**src/rtl/core/lps_pkg.sv**
```systemverilog
// Shared constants and the control bundle that travels along the cell chain.
package lps_pkg;

  localparam int unsigned MaxLenDefault = 1024;
  localparam int unsigned ChrW          = 8;
  localparam int unsigned StartWDefault = $clog2(MaxLenDefault);
  localparam int unsigned LenWDefault   = $clog2(MaxLenDefault + 1);

  // Control bits of one item as it moves from cell to cell.
  typedef struct packed {
    logic vld;       // slot holds an item
    logic act;       // item falls inside the string limit and updates cells
    logic last;      // item closes the string
    logic ovf;       // string has dropped bytes so far
    logic up_flag;   // flag of the cell above, as it stood before this item
    logic cand_vld;  // some cell above has matched for this item
  } lps_ctrl_t;

endpackage

```
**src/rtl/core/lps_cell.sv**
```systemverilog
// One chain cell: a stored byte and its palindrome flag for one start index.
module lps_cell #(
  parameter int unsigned MaxLen = lps_pkg::MaxLenDefault,
  parameter int unsigned Idx    = 0
) (
  input  logic                          clk_i,
  input  logic                          rst_ni,
  input  logic                          adv_i,
  input  lps_pkg::lps_ctrl_t            ctrl_i,
  input  logic [lps_pkg::ChrW-1:0]      chr_i,
  input  logic [$clog2(MaxLen)-1:0]     pos_i,
  input  logic [$clog2(MaxLen)-1:0]     cand_i,
  output lps_pkg::lps_ctrl_t            ctrl_o,
  output logic [lps_pkg::ChrW-1:0]      chr_o,
  output logic [$clog2(MaxLen)-1:0]     pos_o,
  output logic [$clog2(MaxLen)-1:0]     cand_o
);
  import lps_pkg::*;

  localparam int unsigned IW = $clog2(MaxLen);
  localparam logic [IW-1:0] MyIdx = IW'(Idx);

  logic [ChrW-1:0] byte_q;
  logic            flag_q;
  lps_ctrl_t       ctrl_q, ctrl_d;
  logic [ChrW-1:0] chr_q;
  logic [IW-1:0]   pos_q;
  logic [IW-1:0]   cand_q, cand_d;
  logic            work, below, here, near, hit;

  always_comb begin
    work  = adv_i && ctrl_i.vld && ctrl_i.act;
    below = work && (MyIdx < pos_i);
    here  = work && (MyIdx == pos_i);
    near  = (pos_i - MyIdx) == IW'(1);
    hit   = below && (byte_q == chr_i) && (near || ctrl_i.up_flag);

    // pass the old flag down, mark a match, keep the lowest matching start
    ctrl_d          = ctrl_i;
    ctrl_d.up_flag  = flag_q;
    ctrl_d.cand_vld = ctrl_i.cand_vld | hit;
    cand_d          = hit ? MyIdx : cand_i;
  end

  always_ff @(posedge clk_i or negedge rst_ni) begin
    if (!rst_ni) begin
      ctrl_q <= '0;
      flag_q <= 1'b0;
    end else begin
      if (adv_i) begin
        ctrl_q <= ctrl_d;
      end
      if (below) begin
        flag_q <= hit;
      end else if (here) begin
        flag_q <= 1'b1;
      end
    end
  end

  always_ff @(posedge clk_i) begin
    if (adv_i) begin
      chr_q  <= chr_i;
      pos_q  <= pos_i;
      cand_q <= cand_d;
    end
    if (here) begin
      byte_q <= chr_i;
    end
  end

  assign ctrl_o = ctrl_q;
  assign chr_o  = chr_q;
  assign pos_o  = pos_q;
  assign cand_o = cand_q;

endmodule

```
**config.mk**
```make
export PLATFORM = sky130hd
export DESIGN_NAME = lps_cell
export DESIGN_NICKNAME = d
export VERILOG_FILES = /design/src/rtl/core/lps_pkg.sv /design/src/rtl/core/lps_cell.sv
export SDC_FILE = /design/constraint.sdc
export NUM_CORES = 1
export LEC_CHECK = 0
export BUFFER_PORTS_ARGS = -buffer_cell sky130_fd_sc_hd__buf_2
export CORE_MARGIN = 2
export CORE_UTILIZATION = 41
export CTS_CLUSTER_SIZE = 25
export DETAILED_ROUTE_END_ITERATION = 6
export GPL_ROUTABILITY_DRIVEN = 0
export PLACE_DENSITY = 0.67
export SETUP_SLACK_MARGIN = 0.02
export SLEW_MARGIN = 0
export SYNTH_ARGS = -nofsm -noshare
export SYNTH_HDL_FRONTEND = slang
export SYNTH_SLANG_ARGS = --single-unit
```
**constraint.sdc**
```tcl
create_clock -name clk_i -period 1.85 [get_ports clk_i]
set_clock_uncertainty 0.2 [all_clocks]
set_input_delay 0.185 -clock clk_i [delete_from_list [all_inputs] [get_ports clk_i]]
set_output_delay 0.185 -clock clk_i [all_outputs]
set_load 0.1 [all_outputs]
```
==> flow_summary.ini <==
[die]
rows = 22
start_util_pct = 43.1
ios = 71
die-area_um2 = 4400
die_x_um = 66.3
die_h_um = 66.3
core_um2 = 3690

[cells_and_area]
fin_util_pct = 64.8
layout-area-overhead-vs-synth_pct = 50.2
fin_nets = 215
drive_gt1_share_pct = 49.2
fillers = 287
antennaDiodeCount = 0

[worst_setup_path]
slowest_stage = dlygate4sd3_1
required_ns = 1.67
crit_family = buffers and inverters
reg2reg_setup_slack_ns = 0.12
slowest_delay_ns = 0.58
r2r_cells = 5
crit_type = in2reg
start_kind = input pin
crit_arrival_ns = 1.58
crit_path_end_kind = flip-flop
critical_path.cell_chain = dlygate4sd3_1 > xnor2_1 > nand4_1 > nor3_2 > buf_4 > a21boi_1
crit_fanout = 6
regToRegEndpoint = cand_o[4]$_SDFFCE_PP0P_
r2r-start = byte_q[6]$_DFFE_PP_
critPathBufInv = 2

[worst_hold_path]
min_to = cand_o[2]$_SDFFCE_PP0P_
hold_path.class = in2reg
whs_path_depth = 2
min-delay-start = cand_i[2]

[yosys]
synth_area_um2 = 1590
syn_avg_cell_area_um2 = 18.9
ys_top_cells_by_area = edfxtp_1, dfrtp_1, a21boi_1
ys_seq_elements = 43
ys_seq_area_share_pct = 78.9
yosys.cell_types.count = 20
synth.top_cell.area_share_pct = 67.9
synth_top_area_cell = edfxtp_1
synthCells = 84
synth_nets = 121
yosysWarnings = 0

[timing]
fin_crit_ns = 1.76
setup_tns_ns = 0
hold_viol_final = 0
max_slew_margin_pct = 67.1
period_share_pct = 95.1
setup_viol = 0
drv_slew = 0
tightest_slew_ns = 0.496
whs_ns = 0.0179
rsz0062_at_grt = false
fmax_mhz = 568

[clocking]
clockBufferDepth = 2
h-tree-depth = 2
cts.reportedPaths.clkPinSlew_ns = 0.07
clock-sinks = 43
cts.root.buffer_cell = clkbuf_8
cts_buffers = 5
cts_tree = yes
clk_latency_ns = 0.29

[route]
antenna_left = 0
drt_pass1_iterations = 4
via_per_inst = 4.75
drt_iter0_drc = 75
wl_um = 3370
wire_per_inst_um = 14.8
route.detailed.drc = 0
vias = 1078

[global_routing]
grt_pass1_vias = 1166
overflow = 0
grt_max_degree = 36
grt_pass1_wl_um = 5100
track_usage_pct = 16.1
antenna_found_initial = 0

[placement]
dp_hpwl_um = 2230
io_buffers = 70

[run]
drv_cap = 0

[run_status]
status = finished, final reports clean

[power]
leakage_nw = 1.03
powerDensity_nw_per_um2 = 1060
max-vdd-ir-drop_mv = 0.895
==> cells in the final DEF, fill, tap and decap left out, types with 2 or more instances in the layout <==
master,count
nor4_2,2
dlygate4sd3_1,18
a21boi_1,10
mux2_2,5
nand4_1,2
buf_2,62
xnor2_1,2
edfxtp_1,36
clkbuf_8,5
xnor2_2,6
buf_4,3
dlymetal6s4s_1,6
dfrtp_1,7
==> through the flow <==
| stage | cell area [um^2] | total power, W | setup WS, ns | std cells |
|---|---|---|---|---|
| 4_1_cts | 2360 | 0.00255 | 0.0399 | 234 |
| 3_3_place_gp | 2010 | 0.00181 | 0.0898 | 202 |
| 3_5_place_dp | 2010 | 0.00182 | 0.0231 | 202 |
| 6_report | 2390 | 0.00253 | 0.0905 | 227 |
| 5_1_grt | 2390 | 0.00262 | 0.00239 | 227 |
| 2_1_floorplan | 1600 | 0.00169 | 0.231 | 84 |
==> state kept, by name, indices dropped and copies added, names as in the netlist <==
| register | flops |
|---|---|
| byte_q | 8 |
| cand_o | 10 |
| chr_o | 8 |
| ctrl_o | 6 |
| flag_q | 1 |
| pos_o | 10 |
==> final cells by class <==
| class | instances | area, um^2 | share of cell area, % |
|---|---|---|---|
| Sequential cell | 43 | 1260 | 52.5 |
| Timing Repair Buffer | 90 | 599 | 25.1 |
| Multi-Input combinational cell | 37 | 364 | 15.2 |
| Clock buffer | 5 | 68.8 | 2.88 |
| Tap cell | 48 | 60.1 | 2.51 |
| Clock inverter | 3 | 38.8 | 1.62 |
| Inverter | 1 | 3.75 | 0.157 |
==> worst reg2reg max path, stage by stage (launching register included) <==
cell	delay (ns)
edfxtp_1	0.42
xnor2_2	0.16
nand4_1	0.14
nor3_2	0.27
buf_4	0.19
a21boi_1	0.08
==> cells in the mapped netlist <==
library cell   n
edfxtp_1      36
a21boi_1      10
xnor2_1        8
dfrtp_1        7
mux2_2         5
buf_2          2
nand4_1        2
nor4_2         2
a221o_1        1
a41oi_1        1
and3_1         1
buf_4          1
inv_1          1
nand3_1        1
nor2b_1        1
nor3_2         1
nor3b_1        1
o21a_1         1
o21ai_0        1
o22a_1         1
==> layer usage <==
metal	vias to the layer above	wire, um	global-route usage [%]
li1	513	-	-
met1	513	1280	17.7
met2	46	1780	28.2
met3	6	260	5.11
met4	0	52	6.89
met5	-	0	0
==> cell families after synthesis <==
| kind of cell | Yosys count | share of synthesized area, % |
|---|---|---|
| AOI/OAI and AO/OA | 15 | 7.23 |
| xor gates and xnor gates | 8 | 4.40 |
| buffers and inverters | 4 | 1.34 |
| DFF | 43 | 78.9 |
| muxes | 5 | 3.54 |
| and+or+nand+nor | 9 | 4.56 |
==> worst max path at each step <==
stage          slack, ns                      end  startpoint  cells past startpoint
4_1_cts             0.04  cand_o[3]$_SDFFCE_PP0P_    chr_i[4]                      7
5_1_grt            0.002  cand_o[4]$_SDFFCE_PP0P_    chr_i[0]                      6
6_report            0.09  cand_o[4]$_SDFFCE_PP0P_    chr_i[0]                      6
3_3_place_gp        0.09    ctrl_o[0]$_DFFE_PN0P_    pos_i[5]                      5
3_5_place_dp        0.02    ctrl_o[0]$_DFFE_PN0P_    pos_i[5]                      5
2_1_floorplan       0.23      byte_q[0]$_DFFE_PP_    pos_i[8]                      3
==> where the power goes <==
part / leakage [nW] / internal (W) / switching, W
logic: 0.548 / 0.000135 / 0.000557
clock network: 0.0556 / 0.000395 / 0.000301
registers: 0.429 / 0.00112 / 0.0000189
total: 1.03 / 0.00165 / 0.000877
==> repair_timing <==
item                                    CTS  global route
endpoints found under the hold margin    38             0
hold buffers                             24             0
buffers inserted                          0             0
resized for setup                         0            14
endpoints found under the setup margin    0            10
No activity file was read; power rests on OpenSTA's default activity.
