[src/rtl/core/lps_pkg.sv]
// Shared constants and the control bundle that travels along the cell chain.
package lps_pkg;

  localparam int unsigned MaxLenDefault = 1024;
  localparam int unsigned ChrW          = 8;
  localparam int unsigned StartWDefault = $clog2(MaxLenDefault);
  localparam int unsigned LenWDefault   = $clog2(MaxLenDefault + 1);

  // Control bits of one item as it moves from cell to cell.
  typedef struct packed {
    logic vld;       // slot holds an item
    logic act;       // item falls inside the string limit and updates cells
    logic last;      // item closes the string
    logic ovf;       // string has dropped bytes so far
    logic up_flag;   // flag of the cell above, as it stood before this item
    logic cand_vld;  // some cell above has matched for this item
  } lps_ctrl_t;

endpackage

[src/rtl/core/lps_if.sv]


interface lps_out_if #(
  parameter int unsigned StartW = lps_pkg::StartWDefault,
  parameter int unsigned LenW   = lps_pkg::LenWDefault
);
  logic              valid;
  logic              ready;
  logic [StartW-1:0] start_res;
  logic [LenW-1:0]   length;
  logic              overflow;

  modport source (output valid, output start_res, output length, output overflow,
                  input ready);
  modport sink   (input valid, input start_res, input length, input overflow,
                  output ready);
endinterface

[src/rtl/core/lps_collect.sv]
// Chain tail: track the best span per string and hold the result item.
module lps_collect #(
  parameter int unsigned MaxLen = lps_pkg::MaxLenDefault
) (
  input  logic                      clk_i,
  input  logic                      rst_ni,
  input  lps_pkg::lps_ctrl_t        ctrl_i,
  input  logic [$clog2(MaxLen)-1:0] pos_i,
  input  logic [$clog2(MaxLen)-1:0] cand_i,
  output logic                      adv_o,
  lps_out_if.source                 out_o
);
  import lps_pkg::*;

  localparam int unsigned IW = $clog2(MaxLen);
  localparam int unsigned LW = $clog2(MaxLen + 1);

  logic [LW-1:0] best_len_q, best_len_d;
  logic [IW-1:0] best_start_q, best_start_d;
  logic [LW-1:0] len_hit;
  logic          take, upd;
  logic          res_vld_q;
  logic [IW-1:0] res_start_q;
  logic [LW-1:0] res_len_q;
  logic          res_ovf_q;

  // stall the chain only when a closing item meets a result not yet taken
  assign adv_o = !(ctrl_i.vld && ctrl_i.last && res_vld_q && !out_o.ready);
  assign take  = adv_o && ctrl_i.vld;

  always_comb begin
    len_hit      = LW'(pos_i) - LW'(cand_i) + LW'(1);
    upd          = ctrl_i.act && ctrl_i.cand_vld && (best_len_q < len_hit);
    best_len_d   = upd ? len_hit : best_len_q;
    best_start_d = upd ? cand_i  : best_start_q;
  end

  always_ff @(posedge clk_i or negedge rst_ni) begin
    if (!rst_ni) begin
      best_len_q   <= '0;
      best_start_q <= '0;
      res_vld_q    <= 1'b0;
    end else begin
      if (take) begin
        if (ctrl_i.last) begin
          best_len_q   <= '0;
          best_start_q <= '0;
        end else begin
          best_len_q   <= best_len_d;
          best_start_q <= best_start_d;
        end
      end
      if (take && ctrl_i.last) begin
        res_vld_q <= 1'b1;
      end else if (out_o.ready) begin
        res_vld_q <= 1'b0;
      end
    end
  end

  always_ff @(posedge clk_i) begin
    if (take && ctrl_i.last) begin
      // no span longer than one byte: report start 0, length 1
      res_len_q   <= (best_len_d == '0) ? LW'(1) : best_len_d;
      res_start_q <= (best_len_d == '0) ? '0 : best_start_d;
      res_ovf_q   <= ctrl_i.ovf;
    end
  end

  assign out_o.valid     = res_vld_q;
  assign out_o.start_res = res_start_q;
  assign out_o.length    = res_len_q;
  assign out_o.overflow  = res_ovf_q;

endmodule

[src/flat_wrapper.sv]
// flat-port wrapper written by rule: the top's interface ports become plain ports
module lps_collect_flat import lps_pkg::*;
#(
  parameter int unsigned MaxLen = lps_pkg::MaxLenDefault
)
  (clk_i, rst_ni, ctrl_i, pos_i, cand_i, adv_o, out_o_valid, out_o_start_res, out_o_length, out_o_overflow, out_o_ready);
  lps_out_if out_o_i ();
  input  logic clk_i;
  input  logic rst_ni;
  input  lps_pkg::lps_ctrl_t ctrl_i;
  input  logic [$clog2(MaxLen)-1:0] pos_i;
  input  logic [$clog2(MaxLen)-1:0] cand_i;
  output logic adv_o;
  output wire logic [$bits(out_o_i.valid)-1:0] out_o_valid;
  output wire logic [$bits(out_o_i.start_res)-1:0] out_o_start_res;
  output wire logic [$bits(out_o_i.length)-1:0] out_o_length;
  output wire logic [$bits(out_o_i.overflow)-1:0] out_o_overflow;
  input wire logic [$bits(out_o_i.ready)-1:0] out_o_ready;
  assign out_o_valid = out_o_i.valid;
  assign out_o_start_res = out_o_i.start_res;
  assign out_o_length = out_o_i.length;
  assign out_o_overflow = out_o_i.overflow;
  assign out_o_i.ready = out_o_ready;
  lps_collect #(.MaxLen(MaxLen)) u_core (.clk_i(clk_i), .rst_ni(rst_ni), .ctrl_i(ctrl_i), .pos_i(pos_i), .cand_i(cand_i), .adv_o(adv_o), .out_o(out_o_i));
endmodule
[config.mk]
export PLATFORM = sky130hd
export DESIGN_NAME = lps_collect_flat
export DESIGN_NICKNAME = d
export VERILOG_FILES = /design/src/rtl/core/lps_pkg.sv /design/src/rtl/core/lps_if.sv /design/src/rtl/core/lps_collect.sv /design/src/flat_wrapper.sv
export SDC_FILE = /design/constraint.sdc
export NUM_CORES = 1
export LEC_CHECK = 0
export CAP_MARGIN = 20
export CORE_ASPECT_RATIO = 0.6
export CORE_MARGIN = 2
export CORE_UTILIZATION = 63
export CTS_CLUSTER_DIAMETER = 150
export DETAILED_ROUTE_END_ITERATION = 7
export DONT_BUFFER_PORTS = 1
export PLACE_DENSITY = 0.81
export SLEW_MARGIN = 20
export SYNTH_ARGS = -nofsm -noshare
export SYNTH_HDL_FRONTEND = slang
export SYNTH_SLANG_ARGS = --single-unit
export TNS_END_PERCENT = 30
[constraint.sdc]
create_clock -name clk_i -period 2.4 [get_ports clk_i]
set_input_delay 0.24 -clock clk_i [delete_from_list [all_inputs] [get_ports clk_i]]
set_output_delay 0.24 -clock clk_i [all_outputs]
set_load 0.02 [all_outputs]
==> run summary <==
The run finished, with violations left. The final reports fail on negative setup slack. The tools report the number of vias in the routed layout as 2,327.

The initial utilization of the core area, before any placement, comes to 64.9%. Count of input and output buffers: 0. Net count of the mapped netlist: 320. The worst setup path is launched from an input pin.

The average cell area after synthesis works out to 10.1 um^2. The run gives 4.78 ps as the setup clock skew after layout. After synthesis the netlist holds a flip-flop and latch count of 44. The worst hold path belongs to the class in2reg. The layout net count came out at 369. The repair_antennas step left the layout with diodes totalling 0. The most common cell in the synthesized netlist is sky130_fd_sc_hd__o21ai_0. The initial antenna violation count is 0, and the sum of routed wire length over all layers is 7.27 mm. For this run the aggregate overflow at the end of global routing stands at 0. TritonCTS built the clock tree. The biggest area consumer among synthesized cells was sky130_fd_sc_hd__edfxtp_1.

After clock tree synthesis, the clock-pin slew on the worst setup and hold paths is 90 ps. For the number of antenna-violating nets in the routed design, the log shows 0. The largest driver fanout on the critical path was 7. Yosys mapped a number of flops with a built-in enable equal to 22. The area of the die was 0.00475 mm^2. The startpoint identified for the worst register-to-register timing path is u_core.best_len_q[8]. Of the synthesized area, sequential elements account for 45.8%. For the count of standard-cell rows, the log shows 18.

For the clock sink total, the log shows 44. After synthesis, the netlist uses 38 different library cells. The most critical setup path has its startpoint at pos_i[1].

Data on the critical path is required at its endpoint by 2460 ps. The total global routing track utilization is 31.1%, and the static leakage is 1.55 nW. The die extent in x is 87.6 um.

Measured against its own limit, the worst slew margin works out to 65.0%. The tools report the max-slew violation count as 0. For this run, asynchronously set or reset flops after synthesis account for 50.0%. For the final number of hold-violating endpoints, the log shows 0. Synthesis produced 261 cells. The worst slack at placement was -1150 ps; the final routed wire length divided by cell count was 19.6 um. The worst hold margin is 12.6 ps, and the placeable core region is 0.00408 mm^2. The count of yosys warnings during synthesis is 0, and the core occupancy in the finished layout is 86.3%. The portion of synthesized cell area occupied by the leading cell type works out to 25.0%. The CTS buffer count is 5. In the routed layout, each cell is associated on average with a via count of 6.27.

The tools report the minimum setup slack in the final design as -791 ps. For the worst setup path, the data arrival time is 3250 ps. The tree is rooted in a sky130_fd_sc_hd__clkbuf_8. The maximum count of clock buffers along a single path was 2; the share of final-layout standard cells stronger than drive strength 1 was 34.4%.

Among all flip-flop cells after synthesis, the most frequent one is sky130_fd_sc_hd__edfxtp_1. The time the final worst path needs with I/O delays and setup was 3190 ps. Wire length of the first global-routing pass: 10.6 mm.

The worst setup path is captured at a flop. The logs give 0.00264 mm^2 for the post-synthesis instance area and 5 for the first-pass iteration count of the detailed router. The iteration-0 DRC count of the detailed router is 156, and the routability congestion estimate is 0.930.

Entering global routing, the biggest net connects 35 pins. The clock reaches the later pin of the worst-skew pair after 300 ps. The wire-length estimate of the detail-placed layout is 4.71 mm. The worst hold path begins at ctrl_i[3]. The area growth from synthesis to layout is 33.1%. The power per cell area was 736 mW/mm^2; the share of the clock period used by the worst path after layout was 133%.

The highest ir drop seen on vdd came out at 0.481 mV. 53 I/O pins were placed. Measured along the y axis, the die boundary spans 54.2 um.

The actual slew at the worst max-slew pin is 523 ps, and the count of endpoints failing setup in the final report is 42. The path type of the worst setup path is in2reg. Across the run, the number of max-cap violations was 0. Ranked by total cell area, the synthesized netlist is headed by sky130_fd_sc_hd__edfxtp_1 (25%), sky130_fd_sc_hd__dfrtp_1 (21%), sky130_fd_sc_hd__ha_1 (14%). The number of design rule violations left after detail routing is 0. The commonest cells after synthesis are sky130_fd_sc_hd__o21ai_0 (30), sky130_fd_sc_hd__ha_1 (29), sky130_fd_sc_hd__nand2_1 (24). The number of global-route vias before repair came out at 2,089.

Setup repair after global routing could not meet its margin everywhere. The H-tree generated during clock tree synthesis spans 2 levels. Achievable frequency: 313 MHz.
==> final timing paths <==
| kind | endpoint | slack, ps | cells past startpoint |
|---|---|---|---|
| worst max-delay path | u_core.out_o.length[0] | -790 | 17 |
| worst min-delay path | u_core.best_len_q[9] | 10 | 1 |
| worst max register to register | u_core.out_o.length[0] | 60 | 7 |
| worst min register to register | u_core.best_start_q[9] | 530 | 2 |
| max in group asynchronous | u_core.best_len_q[6] | 1840 | 2 |
| min in group asynchronous | u_core.best_start_q[4] | 410 | 2 |
==> logic make-up after synthesis <==
family                     after synthesis  synth area share (%)
buffers and inverters                   31                  4.83
xor gates and xnor gates                 9                  2.98
adders and majority gates               30                  14.5
and+or+nand+nor                         70                  13.4
AOI/OAI and AO/OA                       77                  18.5
DFF                                     44                  45.8
==> power breakdown <==
| group | switching (mW) | internal [mW] |
|---|---|---|
| Sequential | 0.122 | 0.913 |
| Combinational | 0.508 | 0.459 |
| Clock | 0.274 | 0.314 |
==> sequential cells by signal (all words and copies together), names as in the netlist <==
signal,flops
u_core.best_start_q,10
u_core.out_o.length,11
u_core.out_o.start_res,10
u_core.out_o.valid,1
u_core.best_len_q,11
u_core.out_o.overflow,1
==> through the flow <==
stage | cell area (um^2) | power [mW] | setup TNS [ps] | instances
2_1_floorplan | 2820 | 1.55 | -34130 | 261
3_3_place_gp | 3190 | 1.81 | -40200 | 353
3_5_place_dp | 3190 | 1.86 | -42680 | 353
4_1_cts | 3440 | 2.51 | -28060 | 369
5_1_grt | 3520 | 2.70 | -35170 | 371
6_report | 3520 | 2.59 | -29140 | 371
==> timing repair <==
item / CTS / global route
hold endpoints to repair: 22 / 0
hold buffers: 2 / 0
gates resized for setup: 23 / 23
gates cloned: 1 / 0
pin swaps: 6 / 8
setup endpoints to repair: 42 / 42
setup buffers: 5 / 2
==> per-layer routing <==
| layer | part of all wire [%] | wire, um | GRT usage [%] | vias up |
|---|---|---|---|---|
| met3 | 7.5 | 544 | 5.83 | 11 |
| li1 | - | - | - | 1054 |
| met4 | 1.4 | 104 | 10.5 | 0 |
| met2 | 48 | 3470 | 48.7 | 132 |
| met5 | 0 | 0 | 0 | - |
| met1 | 43 | 3160 | 44.0 | 1130 |
==> layout make-up <==
class | instances | area [um^2]
flip-flops and latches | 44 | 1210
well taps | 60 | 75.1
inverters | 19 | 86.3
clock buffers | 5 | 68.8
repair buffers | 54 | 482
multi-input cells | 186 | 1550
fillers | 203 | 558
clock inverters | 3 | 46.3
==> critical path: stages <==
cell,delay [ps]
sky130_fd_sc_hd__inv_12,10
sky130_fd_sc_hd__ha_4,240
sky130_fd_sc_hd__inv_2,40
sky130_fd_sc_hd__ha_4,160
sky130_fd_sc_hd__inv_2,50
sky130_fd_sc_hd__fa_2,190
sky130_fd_sc_hd__nand2b_4,130
sky130_fd_sc_hd__a21oi_2,60
sky130_fd_sc_hd__a21o_2,210
sky130_fd_sc_hd__o41ai_4,230
sky130_fd_sc_hd__xor2_1,270
sky130_fd_sc_hd__ha_1,300
sky130_fd_sc_hd__a21o_1,200
sky130_fd_sc_hd__a221oi_4,370
sky130_fd_sc_hd__buf_4,220
sky130_fd_sc_hd__a21oi_1,50
sky130_fd_sc_hd__a211o_1,260
==> placed cells by master (no fill, tap or decap), types with 2 or more instances in the layout <==
cell / synthesis / final
sky130_fd_sc_hd__a211oi_1: 11 / 9
sky130_fd_sc_hd__a211oi_2: 0 / 2
sky130_fd_sc_hd__a21o_1: 3 / 3
sky130_fd_sc_hd__a21oi_1: 18 / 16
sky130_fd_sc_hd__a21oi_2: 0 / 2
sky130_fd_sc_hd__buf_12: 0 / 3
sky130_fd_sc_hd__buf_4: 0 / 47
sky130_fd_sc_hd__clkbuf_8: 0 / 5
sky130_fd_sc_hd__dfrtp_1: 22 / 22
sky130_fd_sc_hd__edfxtp_1: 22 / 22
sky130_fd_sc_hd__ha_1: 29 / 19
sky130_fd_sc_hd__ha_4: 0 / 10
sky130_fd_sc_hd__inv_1: 19 / 14
sky130_fd_sc_hd__inv_2: 0 / 3
sky130_fd_sc_hd__nand2_1: 24 / 22
sky130_fd_sc_hd__nand2_2: 0 / 2
sky130_fd_sc_hd__nand2b_1: 4 / 3
sky130_fd_sc_hd__nand3_1: 22 / 15
sky130_fd_sc_hd__nand3_2: 0 / 7
sky130_fd_sc_hd__nand4_1: 2 / 2
sky130_fd_sc_hd__nor2_1: 6 / 4
sky130_fd_sc_hd__nor2_2: 0 / 2
sky130_fd_sc_hd__nor3_1: 2 / 2
sky130_fd_sc_hd__nor3b_1: 3 / 2
sky130_fd_sc_hd__nor4_1: 2 / 2
sky130_fd_sc_hd__o21ai_0: 30 / 4
sky130_fd_sc_hd__o21ai_1: 4 / 26
sky130_fd_sc_hd__o21ai_2: 0 / 4
sky130_fd_sc_hd__xnor2_1: 3 / 3
sky130_fd_sc_hd__xor2_1: 6 / 6
No activity file was read; power rests on OpenSTA's default activity.
